## config.mk

```make
export PLATFORM = sky130hd
export DESIGN_NAME = base64_codec_unpadded
export DESIGN_NICKNAME = d
export VERILOG_FILES = /design/src/rtl/b64cu_pkg.sv /design/src/rtl/base64_codec_unpadded.sv
export SDC_FILE = /design/constraint.sdc
export NUM_CORES = 1
export LEC_CHECK = 0
export BUFFER_PORTS_ARGS = -buffer_cell sky130_fd_sc_hd__buf_2
export CAP_MARGIN = 15
export CORE_MARGIN = 1.5
export CORE_UTILIZATION = 25
export CTS_CLUSTER_DIAMETER = 120
export CTS_CLUSTER_SIZE = 8
export DETAILED_ROUTE_END_ITERATION = 16
export MAX_ROUTING_LAYER = met4
export PLACE_DENSITY = 0.49
export SYNTH_ARGS = -nofsm -noshare
export SYNTH_HDL_FRONTEND = slang
export SYNTH_SLANG_ARGS = --single-unit
```

## constraint.sdc

```tcl
create_clock -name i_clk -period 3.5 [get_ports i_clk]
set_input_delay 0 -clock i_clk [delete_from_list [all_inputs] [get_ports i_clk]]
set_output_delay 0 -clock i_clk [all_outputs]
set_load 0.01 [all_outputs]
```

## src/rtl/b64cu_pkg.sv

```systemverilog
`timescale 1ns / 1ps

package b64cu_pkg;

    localparam logic MODE_ENCODE = 1'b0;
    localparam logic MODE_DECODE = 1'b1;

    localparam logic [7:0] CHAR_UPPER_A = 8'h41;
    localparam logic [7:0] CHAR_UPPER_Z = 8'h5A;
    localparam logic [7:0] CHAR_LOWER_A = 8'h61;
    localparam logic [7:0] CHAR_LOWER_Z = 8'h7A;
    localparam logic [7:0] CHAR_DIGIT_0 = 8'h30;
    localparam logic [7:0] CHAR_DIGIT_9 = 8'h39;
    localparam logic [7:0] CHAR_PLUS    = 8'h2B;
    localparam logic [7:0] CHAR_SLASH   = 8'h2F;

    localparam logic [5:0] SEXTET_LOWER = 6'd26;
    localparam logic [5:0] SEXTET_DIGIT = 6'd52;
    localparam logic [5:0] SEXTET_PLUS  = 6'd62;
    localparam logic [5:0] SEXTET_SLASH = 6'd63;

    typedef struct packed {
        logic [7:0] data;
        logic       last;
        logic       empty;
    } t_res;

    function automatic logic [7:0] sextet_to_char(input logic [5:0] v);
        logic [7:0] c;
        if (v < SEXTET_LOWER) begin
            c = CHAR_UPPER_A + {2'b00, v};
        end else if (v < SEXTET_DIGIT) begin
            c = CHAR_LOWER_A + {2'b00, v - SEXTET_LOWER};
        end else if (v < SEXTET_PLUS) begin
            c = CHAR_DIGIT_0 + {2'b00, v - SEXTET_DIGIT};
        end else if (v == SEXTET_PLUS) begin
            c = CHAR_PLUS;
        end else begin
            c = CHAR_SLASH;
        end
        return c;
    endfunction

    function automatic logic [5:0] char_to_sextet(input logic [7:0] c);
        logic [5:0] v;
        if (c >= CHAR_UPPER_A && c <= CHAR_UPPER_Z) begin
            v = 6'(c - CHAR_UPPER_A);
        end else if (c >= CHAR_LOWER_A && c <= CHAR_LOWER_Z) begin
            v = 6'(c - CHAR_LOWER_A) + SEXTET_LOWER;
        end else if (c >= CHAR_DIGIT_0 && c <= CHAR_DIGIT_9) begin
            v = 6'(c - CHAR_DIGIT_0) + SEXTET_DIGIT;
        end else if (c == CHAR_PLUS) begin
            v = SEXTET_PLUS;
        end else if (c == CHAR_SLASH) begin
            v = SEXTET_SLASH;
        end else begin
            v = 6'd0;
        end
        return v;
    endfunction

endpackage

```

## src/rtl/base64_codec_unpadded.sv

```systemverilog
`timescale 1ns / 1ps

// Streaming Base64 codec, standard alphabet, no '=' padding. i_cfg_data selects
// encode (0) or decode (1); a mode write also clears the bit buffer and is taken
// only while no result is waiting. Each request is turned into its results in
// the cycle it is taken; the first result shows in the next cycle. While
// i_out_stall is low, results leave one per cycle through a two-entry result
// register, so a request that yields at most one result (every decode item,
// most encode bytes) sustains one item per cycle, while an encode request that
// yields two characters (every third byte and the final byte) holds the result
// port, and so the input, while both drain. A final decode character that
// completes no byte yields one end marker with o_empty_res high and o_data_out zero.
module base64_codec_unpadded
    import b64cu_pkg::*;
(
    input  logic       i_clk,
    input  logic       i_rst_n,

    input  logic       i_cfg_valid,
    output logic       o_cfg_ready,
    input  logic       i_cfg_data,

    input  logic       i_in_valid,
    output logic       o_in_stall,
    input  logic [7:0] i_data_in,
    input  logic       i_last_in,

    output logic       o_out_valid,
    input  logic       i_out_stall,
    output logic [7:0] o_data_out,
    output logic       o_last_out,
    output logic       o_empty_res
);

    logic       r_mode;
    logic [5:0] r_pbits;
    logic [2:0] r_pcnt;
    logic [1:0] r_ocnt;
    t_res       r_res0;
    t_res       r_res1;

    logic [5:0] n_pbits;
    logic [2:0] n_pcnt;
    logic [1:0] n_rcnt;
    t_res       n_res0;
    t_res       n_res1;

    logic       cfg_wr;
    logic       push;
    logic       pop;
    logic [5:0] sextet;

    assign o_cfg_ready = (r_ocnt == 2'd0);
    assign cfg_wr      = i_cfg_valid && o_cfg_ready;
    assign pop         = (r_ocnt != 2'd0) && !i_out_stall;
    assign o_in_stall  = i_cfg_valid || !((r_ocnt == 2'd0) || (r_ocnt == 2'd1 && pop));
    assign push        = i_in_valid && !o_in_stall;
    assign sextet      = char_to_sextet(i_data_in);

    always_comb begin
        n_res0  = '0;
        n_res1  = '0;
        n_rcnt  = 2'd1;
        n_pbits = 6'd0;
        n_pcnt  = 3'd0;
        if (r_mode == MODE_ENCODE) begin
            case (r_pcnt)
                3'd2: begin
                    n_res0.data = sextet_to_char({r_pbits[1:0], i_data_in[7:4]});
                    n_res1.data = sextet_to_char({i_data_in[3:0], 2'b00});
                    n_pbits     = {2'b00, i_data_in[3:0]};
                    n_pcnt      = 3'd4;
                    n_rcnt      = i_last_in ? 2'd2 : 2'd1;
                end
                3'd4: begin
                    n_res0.data = sextet_to_char({r_pbits[3:0], i_data_in[7:6]});
                    n_res1.data = sextet_to_char(i_data_in[5:0]);
                    n_pbits     = 6'd0;
                    n_pcnt      = 3'd0;
                    n_rcnt      = 2'd2;
                end
                default: begin
                    n_res0.data = sextet_to_char(i_data_in[7:2]);
                    n_res1.data = sextet_to_char({i_data_in[1:0], 4'b0000});
                    n_pbits     = {4'b0000, i_data_in[1:0]};
                    n_pcnt      = 3'd2;
                    n_rcnt      = i_last_in ? 2'd2 : 2'd1;
                end
            endcase
            n_res0.last = i_last_in && (n_rcnt == 2'd1);
            n_res1.last = i_last_in;
        end else begin
            case (r_pcnt)
                3'd6: begin
                    n_res0.data = {r_pbits, sextet[5:4]};
                    n_pbits     = {2'b00, sextet[3:0]};
                    n_pcnt      = 3'd4;
                end
                3'd4: begin
                    n_res0.data = {r_pbits[3:0], sextet[5:2]};
                    n_pbits     = {4'b0000, sextet[1:0]};
                    n_pcnt      = 3'd2;
                end
                3'd2: begin
                    n_res0.data = {r_pbits[1:0], sextet};
                    n_pbits     = 6'd0;
                    n_pcnt      = 3'd0;
                end
                default: begin
                    n_res0.data  = 8'd0;
                    n_res0.empty = 1'b1;
                    n_pbits      = sextet;
                    n_pcnt       = 3'd6;
                end
            endcase
            n_res0.last = i_last_in;
            n_rcnt      = (n_res0.empty && !i_last_in) ? 2'd0 : 2'd1;
        end
        if (i_last_in) begin
            n_pbits = 6'd0;
            n_pcnt  = 3'd0;
        end
    end

    always_ff @(posedge i_clk) begin
        if (!i_rst_n) begin
            r_mode  <= MODE_ENCODE;
            r_pbits <= 6'd0;
            r_pcnt  <= 3'd0;
            r_ocnt  <= 2'd0;
        end else begin
            if (cfg_wr) begin
                r_mode  <= i_cfg_data;
                r_pbits <= 6'd0;
                r_pcnt  <= 3'd0;
            end else if (push) begin
                r_pbits <= n_pbits;
                r_pcnt  <= n_pcnt;
            end
            if (push) begin
                r_ocnt <= n_rcnt;
            end else if (pop) begin
                r_ocnt <= r_ocnt - 2'd1;
            end
        end
    end

    always_ff @(posedge i_clk) begin
        if (push) begin
            r_res0 <= n_res0;
            r_res1 <= n_res1;
        end else if (pop) begin
            r_res0 <= r_res1;
        end
    end

    assign o_out_valid = (r_ocnt != 2'd0);
    assign o_data_out  = r_res0.data;
    assign o_last_out  = r_res0.last;
    assign o_empty_res = r_res0.empty;

endmodule

```

---- After elaboration in Yosys (flattened, before gate mapping) ----
Cells that the tools add are included.
storage, ports and cells
  input bits .............................. 15
  output and inout port bits .............. 13
  bits in registers ....................... 31
cells by class
  $add $sub $neg .......................... 36
  eq/ne operators ......................... 11
  bitwise operators ....................... 1
  reductions and logical operators ........ 20
  multiplexer cells ....................... 51
  order comparisons ....................... 24
operator list
  operator                                                            count
  adder 7 x 6 -> 8 bit (first input constant)                         12
  two-way mux 8 bit                                                   12
  less-than comparator 6 bit (second input constant)                  12
  subtractor 6 bit (second input constant)                            8
  adder 6 x 6 -> 7 bit (first input constant)                         6
  two-way mux 6 bit                                                   7
  two-way mux 7 bit                                                   6
  less-than comparator 6 x 5 -> 1 bit (second input constant)         6
  subtractor 6 x 5 -> 6 bit (second input constant)                   6
  one-hot mux 8 bit (2 select lines)                                  2
  equality test 6 bit (second input constant)                         4
  one-hot mux 8 bit (3 select lines)                                  1
  two-way mux 10 bit                                                  2
  two-way mux 3 bit                                                   6
  one-hot mux 6 bit (3 select lines)                                  1
  equality test 8 x 6 -> 1 bit (second input constant)                2
  greater-or-equal comparator 8 x 7 -> 1 bit (second input constant)  2
  <= comparator 8 x 7 -> 1 bit (second input constant)                2
  two-way mux 2 bit                                                   6
  logical AND 1 bit                                                   9
  two-way mux 9 bit                                                   1
  one-hot mux 3 bit (3 select lines)                                  1
  greater-or-equal comparator 8 x 6 -> 1 bit (second input constant)  1
  <= comparator 8 x 6 -> 1 bit (second input constant)                1
  17 further kinds                                                    27

---- Depth between registers and ports, before layout ----
Gate-level depths: netlist of the first run.
  depth in word-level cells ............... 9
  mapped depth ............................ 11
  gate-level depth less buffers ........... 10

---- Worst setup path after synthesis of the first run ----
No wires, ideal clock.
  path kind ............................... register to register
  from .................................... register r_pbits[0]
  to ...................................... register r_res0 (netlist bit o_data_out[3]), data pin
  slack ................................... 1.033 ns
  data arrival time ....................... 2.204 ns
  clock period less this slack ............ 2.467 ns
  stages on the path, launching flop included .. 12
  data required time ...................... 3.237 ns
  setup time .............................. 0.263 ns
  cells stage by stage .................... dfxtp_1 > buf_2 > inv_1 > ha_1 > clkbuf_1 > nor2b_1 > and2_1 > or3_1 > nand4_1 > nand4_1 > a221oi_1 > a21oi_1
between the ends
  word-level cells in the longest chain between the ends .. 8
  elaborated cells between the ends (all ways) .. 20
  classes of those cells .................. add/sub (5); order compare (6); mux (9)
RTL lines
  what                                  line                          RTL
  from (decl)                           base64_codec_unpadded.sv:36   logic [5:0] r_pbits;
  from (signal assigned)                base64_codec_unpadded.sv:137  r_pbits <= n_pbits;
  subtractor 6 bit                      b64cu_pkg.sv:35               c = CHAR_DIGIT_0 + {2'b00, v - SEXTET_DIGIT};
  adder 6 x 6 -> 7 bit                  b64cu_pkg.sv:35
  two-way mux 7 bit                     b64cu_pkg.sv:34               end else if (v < SEXTET_PLUS) begin
  two-way mux 8 bit                     b64cu_pkg.sv:32               end else if (v < SEXTET_DIGIT) begin
  two-way mux 8 bit                     b64cu_pkg.sv:30               if (v < SEXTET_LOWER) begin
  one-hot mux 8 bit (2 select lines) *  base64_codec_unpadded.sv:67   case (r_pcnt)
  two-way mux 9 bit *                   base64_codec_unpadded.sv:66   if (r_mode == MODE_ENCODE) begin
  two-way mux 10 bit *                  base64_codec_unpadded.sv:149  if (push) begin
  to (signal assigned)                  base64_codec_unpadded.sv:150  r_res0 <= n_res0;
  to (signal assigned)                  base64_codec_unpadded.sv:153  r_res0 <= r_res1;
  to (decl)                             base64_codec_unpadded.sv:39   t_res r_res0;
Mark *: on every way between the ends. The rest lies on a longest branch, timed or not.
A chain may end at the register's enable or synchronous reset.

---- Final worst setup path of the first run ----
  from .................................... input port i_data_in[7]
  to ...................................... register r_res0 (netlist bit o_data_out[0]), data pin
between the ends
  word-level cells in the longest chain between the ends .. 9
  elaborated cells between the ends (all ways) .. 38
  classes of those cells .................. order compare (15); eq/ne (2); mux (18); reduce/logical (3)
RTL lines
  what                                                                                                line                          RTL
  from (decl)                                                                                         base64_codec_unpadded.sv:25   input logic [7:0] i_data_in,
  parallel branches: the longest is 7 deep, another holds greater-or-equal comparator 8 x 6 -> 1 bit  -
  two-way mux 9 bit *                                                                                 base64_codec_unpadded.sv:66
  two-way mux 10 bit *                                                                                base64_codec_unpadded.sv:149
Mark *: on every way between the ends.

==> summary.txt, run 1 <==
Clocking
  – Number of hold buffers added after cts: 0
  – CTS tree: built
  – Total CTS buffers: 5
  – Sink count of the clock tree: 30
  – Root Buffer: clkbuf_16
  – Post-CTS setup repair buffer count: 0
  – Clk slew on worst S/H paths: around 50 ps
  – Htree depth: 2
  – PostCTS Resize Cnt: 0
  – Clock latency of the later-clocked register in the worst-skew pair: between 200 and 300 ps
  – Max Buffers Root-to-Sink: 2

Worst setup path
  – Cell mode on critical path: a21oi_1
  – Worst Path Buf+Inv: 2
  – R2r setup slk: roughly 660 ps
  – Worst Path Max Fanout: 11
  – Series of cell instances along the critical path: buf_2 > inv_1 > ha_1 > nand3b_1 > a21oi_1 > a21o_1 > mux2_2 > o31ai_1 > o221a_1 > a21oi_1
  – Kind of capture point of the worst setup path: register
  – Critical path data required time: ~3500 ps
  – Worst setup path class: primary input to register
  – Top delay family on crit path: compound AO/OA/AOI/OAI gates
  – Data arrival time of the worst path: ~2900 ps
  – Cell with the biggest individual delay on the critical path: ha_1
  – Critical path launch point type: primary input
  – Slowest cell delay on critical path: around 600 ps

Synth
  – Mean instance size in the synthesized netlist: about 7.8 um^2
  – Sequential area share after synthesis: 0.1709
  – Top-count cell post-synth: nand2_1
  – Library cells used by synthesis: 84
  – Mapped Cells: 597
  – Dominant cells by area after synthesis: ha_1 15%, edfxtp_1 12%, xnor2_1 5.5%, nand2_1 5.4%, a21oi_1 5.0%
  – Yosys warns: 0
  – #FFs+latches synth: 30
  – Post-Syn Nets: about 670
  – Fraction of synthesized cell area taken by the top area cell type: 0.1460
  – Cell area after synthesis: between 4000 and 5000 um^2
  – Yosys top cell by area: ha_1
  – Top post-synthesis cells by count: 66 x nand2_1, 54 x ha_1, 46 x a21oi_1
  – Number of enable-type register cells in the synthesized netlist: 19
  – Async set-reset flop share out of synthesis: 0
  – Main synth FF type: edfxtp_1

Power
  – Portion of total power attributed to combinational logic: 0.398
  – Internal power component: just over 900 uW
  – Net switching power of the design: approximately 560 uW
  – Peak supply drop: approximately 0.00017 V
  – Static leakage: between 0.0015 and 0.002 uW
  – Sequential cell fraction of total power: 0.310
  – Switch share: 0.3759
  – Clock Power Share: 0.291
  – Power density over the cells: 286.4 nW/um^2

STA
  – RSZ-0062 raised after global routing: no
  – Hold Slack: -2.303 ps
  – Clk_skew: just over 4 ps
  – Slew @ Worst Pin: between 700 and 800 ps
  – Max-slew violations: 0
  – Final worst-path cycle share: 0.8228
  – Crit path time final: ~2900 ps
  – Number of hold violations in the final report: 1
  – Worst-case headroom to the max-slew limit: 0.5186
  – Peak Freq: 347.2 MHz
  – Setup TNS Final: 0 ps
  – Final setup vio count: 0

GRT
  – Vias in the first global route: 4559
  – GRT Overall Usage: 0.1797
  – Initial antenna violation count: 0
  – Largest net degree at the start of global routing: 24
  – Wire length of the first global-routing pass: approximately 27 mm
  – Sum of overflow across all layers after global routing: 0

Placement
  – Dpl hpwl: around 13 mm
  – Count of buffers inserted at the top-level ports: 27
  – Final weighted congestion of routability-driven global placement: 0.9291

Floorplanning
  – Vertical die dimension: 139.0 um
  – Rows: between 40 and 50
  – Initial cell density of the core: 0.2558
  – Num ports: 28
  – Area of the placeable core: between 15000 and 20000 um^2
  – Full die area: just under 20000 um^2
  – Width of the chip: ~140 um

Min path
  – Worst hold path type: primary input to register

Drt
  – Avg WL per Cell: slightly above 20 um
  – Starting DRC count in detailed routing: between 400 and 500
  – Router iterations before antenna repair: 11
  – Post-route antenna net violation count: 0
  – Top metal layer carrying routed signals: met4
  – Drc violations: 3
  – Met3 routed WL: ~1.2 mm
  – Count of vias placed by the detailed router: a little under 5000
  – Overall routed net length: between 15 and 20 mm
  – Detailed-route wire length on metal 1: ~8.0 mm
  – Routed wl met2: around 7.5 mm
  – Vias per cell: ~5.8

Finish
  – Number of fill cells in the layout: between 1500 and 2000
  – Post-layout util: 0.2856
  – Number of nets at the end of the flow: 681
  – Total inserted antenna cells: 0
  – Share of layout cells above drive strength 1: 0.1175
  – Area added between synthesis and finish: 11.63%

Flow run
  – Max-cap violation count: 0

Outcome
  – Failing checks: design-rule violations, negative hold slack
  – Outcome: complete, but fails checks
cell families (layout without fill, tap and decap cells):
kind of cell | Yosys count | after routing | share of synthesized area
flip-flops | 30 | 30 | 0.1709
adder cells (fa/ha/maj) | 54 | 54 | 0.1460
buffers and inverters | 64 | 80 | 0.05706
multiplexers | 8 | 8 | 0.01839
AND/OR/NAND/NOR | 200 | 200 | 0.2174
AO/OA/AOI/OAI | 196 | 196 | 0.3034
XOR/XNOR | 45 | 45 | 0.08680
power by group through the flow:
stage | Clock (uW) | Combinational (uW) | Sequential (uW)
6_report | 431 | 589 | 459
5_1_grt | 451 | 643 | 462
4_1_cts | 434 | 583 | 459
3_5_place_dp | 0 | 581 | 466
3_3_place_gp | 0 | 579 | 464
2_1_floorplan | 0 | 380 | 466
through the flow:
stage | setup slack (ps) | total power, uW | cell area (um^2) | instances
2_1_floorplan | 1033 | 845.4 | 4627 | 597
3_3_place_gp | 483.1 | 1044 | 5017 | 834
3_5_place_dp | 400.7 | 1046 | 5017 | 834
4_1_cts | 670.6 | 1476 | 5165 | 842
5_1_grt | 462.4 | 1556 | 5165 | 842
6_report | 620.1 | 1479 | 5165 | 842
layout by cell type, fill, tap and decap left out, types with 7 or more instances in the layout:
cell,synthesis,routed
nand3_1,22,22
buf_2,10,27
o211ai_1,11,11
edfxtp_1,19,19
o21ai_0,30,30
nand2_1,66,66
a221oi_1,8,8
nor3_1,10,10
nand4_1,10,10
dfxtp_1,11,11
inv_1,26,26
a211oi_1,7,7
a21oi_1,46,46
xor2_1,15,15
buf_4,1,17
nor2b_1,15,15
xnor2_1,29,29
a31oi_1,16,16
ha_1,54,54
nor2_1,36,36
nand2b_1,11,11
worst paths after layout:
path                              startpoint  cells after the start       endpoint
worst max-delay path            i_data_in[7]                     10  o_data_out[0]
worst min-delay path              i_cfg_data                      3         r_mode
worst max register to register    r_pbits[0]                      9  o_data_out[1]
worst min register to register    r_pbits[4]                      2     r_pbits[4]
metal layers:
| layer | global-route usage | up-vias |
|---|---|---|
| met2 | 0.2650 | 223 |
| li1 | - | 2258 |
| met3 | 0.02728 | 34 |
| met5 | - | - |
| met4 | 0.06159 | 0 |
| met1 | 0.2488 | 2334 |
final cells by class:
| cell class | count | area [um^2] | share of cell area |
|---|---|---|---|
| tap | 229 | 286.5 | 0.05547 |
| inverter | 28 | 105.1 | 0.02035 |
| timing repair buffer | 44 | 262.8 | 0.05087 |
| sequential | 30 | 790.8 | 0.1531 |
| clock inverter | 1 | 5.005 | 0.0009690 |
| clock buffer | 7 | 142.6 | 0.02762 |
| multi-input combinational | 503 | 3572 | 0.6916 |
worst reg2reg max path: cells and delay by family (launching register included):
family                   cells  cell delay, ps
adder cells (fa/ha/maj)      1             270
buffers and inverters        1             250
flip-flops                   1             520
AO/OA/AOI/OAI                7            1550
state kept, by name, summed over array words and instances, names as in the netlist:
register and cells:
o_empty_res 1, r_res1 9, r_ocnt 2, o_last_out 1
r_pbits 6, r_mode 1, o_data_out 8, r_pcnt 2
Power figures use the tool's default switching activity.
==> run 2, diff against run 1 <==
- ABC_AREA: default -> 1
- PLACE_DENSITY: 0.49 -> 0.5
- clock period: 3.5 -> 2.5 ns (I/O delays scaled with it)
==> summary.txt, run 2 <==
Outcome
  – Outcome: finished, final reports clean (was complete, but fails checks)

Floorplanning
  – Num ports: 28 (unchanged)
  – Full die area: 19870 um^2 (was 19330 um^2)
  – Area of the placeable core: 18710 um^2 (was 18090 um^2)
  – Vertical die dimension: 141.0 um (was 139.0 um)
  – Width of the chip: 141.0 um (was 139.0 um)
  – Rows: 50 (was 49)
  – Initial cell density of the core: 0.2544 (was 0.2558)

Worst setup path
  – Critical path launch point type: register (was primary input)
  – Data arrival time of the worst path: 2230 ps (was 2910 ps)
  – Kind of capture point of the worst setup path: register (unchanged)
  – Worst Path Max Fanout: 6 (was 11)
  – Critical path data required time: 2500 ps (was 3530 ps)
  – Worst setup path class: register to register (was primary input to register)

STA
  – RSZ-0062 raised after global routing: no (unchanged)
  – Max-slew violations: 0 (unchanged)
  – Crit path time final: approximately 2200 ps
  – Worst-case headroom to the max-slew limit: 0.7013 (was 0.5186)
  – Final setup vio count: 0 (unchanged)
  – Final worst-path cycle share: 0.8908
  – Number of hold violations in the final report: 0 (was 1)
  – Setup TNS Final: 0 ps (unchanged)
  – Clk_skew: 3.032 ps (was 4.122 ps)
  – Peak Freq: 449.0 MHz
  – Hold Slack: 12.54 ps (was -2.303 ps)
  – Slew @ Worst Pin: 442.5 ps (was 721.1 ps)

Synth
  – Yosys warns: 0 (unchanged)
  – Top-count cell post-synth: nand2_1 (unchanged)
  – Cell area after synthesis: 4758 um^2 (was 4627 um^2)
  – Mapped Cells: 743 (was 597)
  – Async set-reset flop share out of synthesis: 0 (unchanged)
  – #FFs+latches synth: 30 (unchanged)
  – Post-Syn Nets: 812 (was 666)
  – Yosys top cell by area: nand2_1 (was ha_1)
  – Number of enable-type register cells in the synthesized netlist: 19 (unchanged)
  – Dominant cells by area after synthesis: nand2_1 16%, ha_1 14%, edfxtp_1 12%, nand3_1 7.0%, inv_1 6.5% (was ha_1 15%, edfxtp_1 12%, xnor2_1 5.5%, nand2_1 5.4%, a21oi_1 5.0%)
  – Sequential area share after synthesis: 0.1662 (was 0.1709)
  – Top post-synthesis cells by count: 199 x nand2_1, 83 x inv_1, 67 x nand3_1 (was 66 x nand2_1, 54 x ha_1, 46 x a21oi_1)
  – Mean instance size in the synthesized netlist: 6.404 um^2 (was 7.750 um^2)
  – Fraction of synthesized cell area taken by the top area cell type: 0.1570 (was 0.1460)
  – Main synth FF type: edfxtp_1 (unchanged)
  – Library cells used by synthesis: 53 (was 84)

Clocking
  – Clk slew on worst S/H paths: 50 ps (about the same)
  – Sink count of the clock tree: 30 (unchanged)
  – Post-CTS setup repair buffer count: 0 (unchanged)
  – Htree depth: 2 (unchanged)
  – Total CTS buffers: 5 (unchanged)
  – Max Buffers Root-to-Sink: 2 (unchanged)
  – Root Buffer: clkbuf_16 (unchanged)
  – Clock latency of the later-clocked register in the worst-skew pair: 270 ps (was 280 ps)
  – CTS tree: built (unchanged)

Power
  – Portion of total power attributed to combinational logic: 0.431 (was 0.398)
  – Power density over the cells: 400.5 nW/um^2 (was 286.4 nW/um^2)
  – Net switching power of the design: 847.4 uW (was 556.1 uW)
  – Power consumption: 2173 uW (was 1479 uW)
  – Switch share: 0.3899 (was 0.3759)
  – Clock Power Share: 0.274 (was 0.291)
  – Static leakage: 0.002472 uW (was 0.001896 uW)
  – Sequential cell fraction of total power: 0.295 (was 0.310)
  – Peak supply drop: 0.0002186 V (was 0.0001681 V)
  – Internal power component: 1326 uW (was 923.3 uW)

Finish
  – Max reg flops: 9 (unchanged)
  – Non-filler instance count after layout: 1019 (was 842)
  – Total inserted antenna cells: 0 (unchanged)
  – Area added between synthesis and finish: 14.04% (was 11.63%)
  – Number of fill cells in the layout: 2106 (was 1964)
  – Number of nets at the end of the flow: 853 (was 681)
  – Register containing the most flip-flops in the final layout: r_res1 (unchanged)
  – Share of layout cells above drive strength 1: 0.1503 (was 0.1175)
  – Most common cell after layout, fill and taps aside: nand2_1 (unchanged)
  – Most used cells in the layout excluding fill and tap cells: 199 x nand2_1, 83 x inv_1, 67 x nand3_1 (was 66 x nand2_1, 54 x ha_1, 46 x a21oi_1)

Drt
  – Router iterations before antenna repair: 5 (was 11)
  – Avg WL per Cell: 15.92 um (was 20.42 um)
  – Count of vias placed by the detailed router: 5019 (was 4849)
  – Vias per cell: 4.925 (was 5.759)
  – Starting DRC count in detailed routing: 493 (was 480)
  – Post-route antenna net violation count: 0 (unchanged)
  – Drc violations: 0 (was 3)
  – Overall routed net length: 16.22 mm (was 17.19 mm)

GRT
  – GRT Overall Usage: 0.1723 (was 0.1797)
  – Initial antenna violation count: 0 (unchanged)
  – Wire length of the first global-routing pass: 26.42 mm (was 26.96 mm)
  – Vias in the first global route: 4828 (was 4559)
  – Largest net degree at the start of global routing: 24 (unchanged)
  – Sum of overflow across all layers after global routing: 0 (unchanged)

Placement
  – Count of buffers inserted at the top-level ports: 27 (unchanged)
  – Final weighted congestion of routability-driven global placement: 0.9114 (was 0.9291)
  – Total instance count after detailed placement: 1010 (was 834)
  – Dpl hpwl: 13.02 mm (was 12.83 mm)

Min path
  – Worst hold path type: primary input to register (unchanged)

Flow run
  – Max-cap violation count: 0 (unchanged)
run 2: critical path, stage by stage (launching register included):
cell and delay, ps:
dfxtp_1 470, ha_1 340, nand4_1 260, nand2_1 130, nand2_1 50, o21ai_0 150
nand2_1 70, nand3_1 80, nand2_1 80, a21oi_1 200, a21oi_1 140
run 2: cells by family (layout without fill, tap and decap cells):
group                    Yosys count  after routing  share of synthesized area
flip-flops                        30             30                     0.1662
adder cells (fa/ha/maj)           54             54                     0.1420
AO/OA/AOI/OAI                    133            133                     0.1657
buffers and inverters            122            164                     0.1083
AND/OR/NAND/NOR                  369            369                     0.3518
XOR/XNOR                          35             35                    0.06600
run 2: what timing repair did:
action	4_1_cts	5_1_grt
hold buffers	1	0
endpoints found under the hold margin	2	0
endpoints found under the setup margin	0	4
resized for setup	0	1
run 2: area by class of cell:
cell class                 count  area (um^2)  area share
multi-input combinational    591         3452      0.6362
sequential                    30        792.0      0.1460
inverter                      98        371.6     0.06848
timing repair buffer          58        370.4     0.06825
tap                          234        292.8     0.05395
clock buffer                   7        142.6     0.02629
clock inverter                 1        5.005   0.0009223
run 2: final timing paths:
path	to	depth (start not counted)	slack (ps)	startpoint
min	r_mode	3	10	i_cfg_data
min reg2reg	r_pbits[5]	2	490	r_pbits[5]
max reg2reg	o_data_out[2]	10	270	r_pbits[1]
max	o_data_out[2]	10	270	r_pbits[1]
run 2: stage by stage:
step / instance area, um^2 / setup WS [ps] / util
after floorplan: 4758 / 367.2 / -
after global placement: 5268 / 77.02 / 0.2816
after detailed placement: 5268 / 63.63 / 0.2816
after CTS: 5425 / 135.9 / 0.2900
after global routing: 5426 / 42.52 / 0.2901
final: 5426 / 273.0 / 0.2901
run 2: layer usage:
layer	vias to the layer above	track usage	routed length, um
met5	-	-	0
met4	0	0.04989	368
met3	28	0.01800	933
met2	154	0.2691	7121
met1	2308	0.2353	7800
li1	2529	-	-
run 2: power by group through the flow:
| stage | clock, uW | sequential, uW | combinational [uW] |
|---|---|---|---|
| floorplan | 0 | 660 | 597 |
| global placement | 0 | 654 | 934 |
| detailed placement | 0 | 651 | 928 |
| CTS | 603 | 642 | 934 |
| global route | 622 | 648 | 1050 |
| finish | 595 | 641 | 937 |
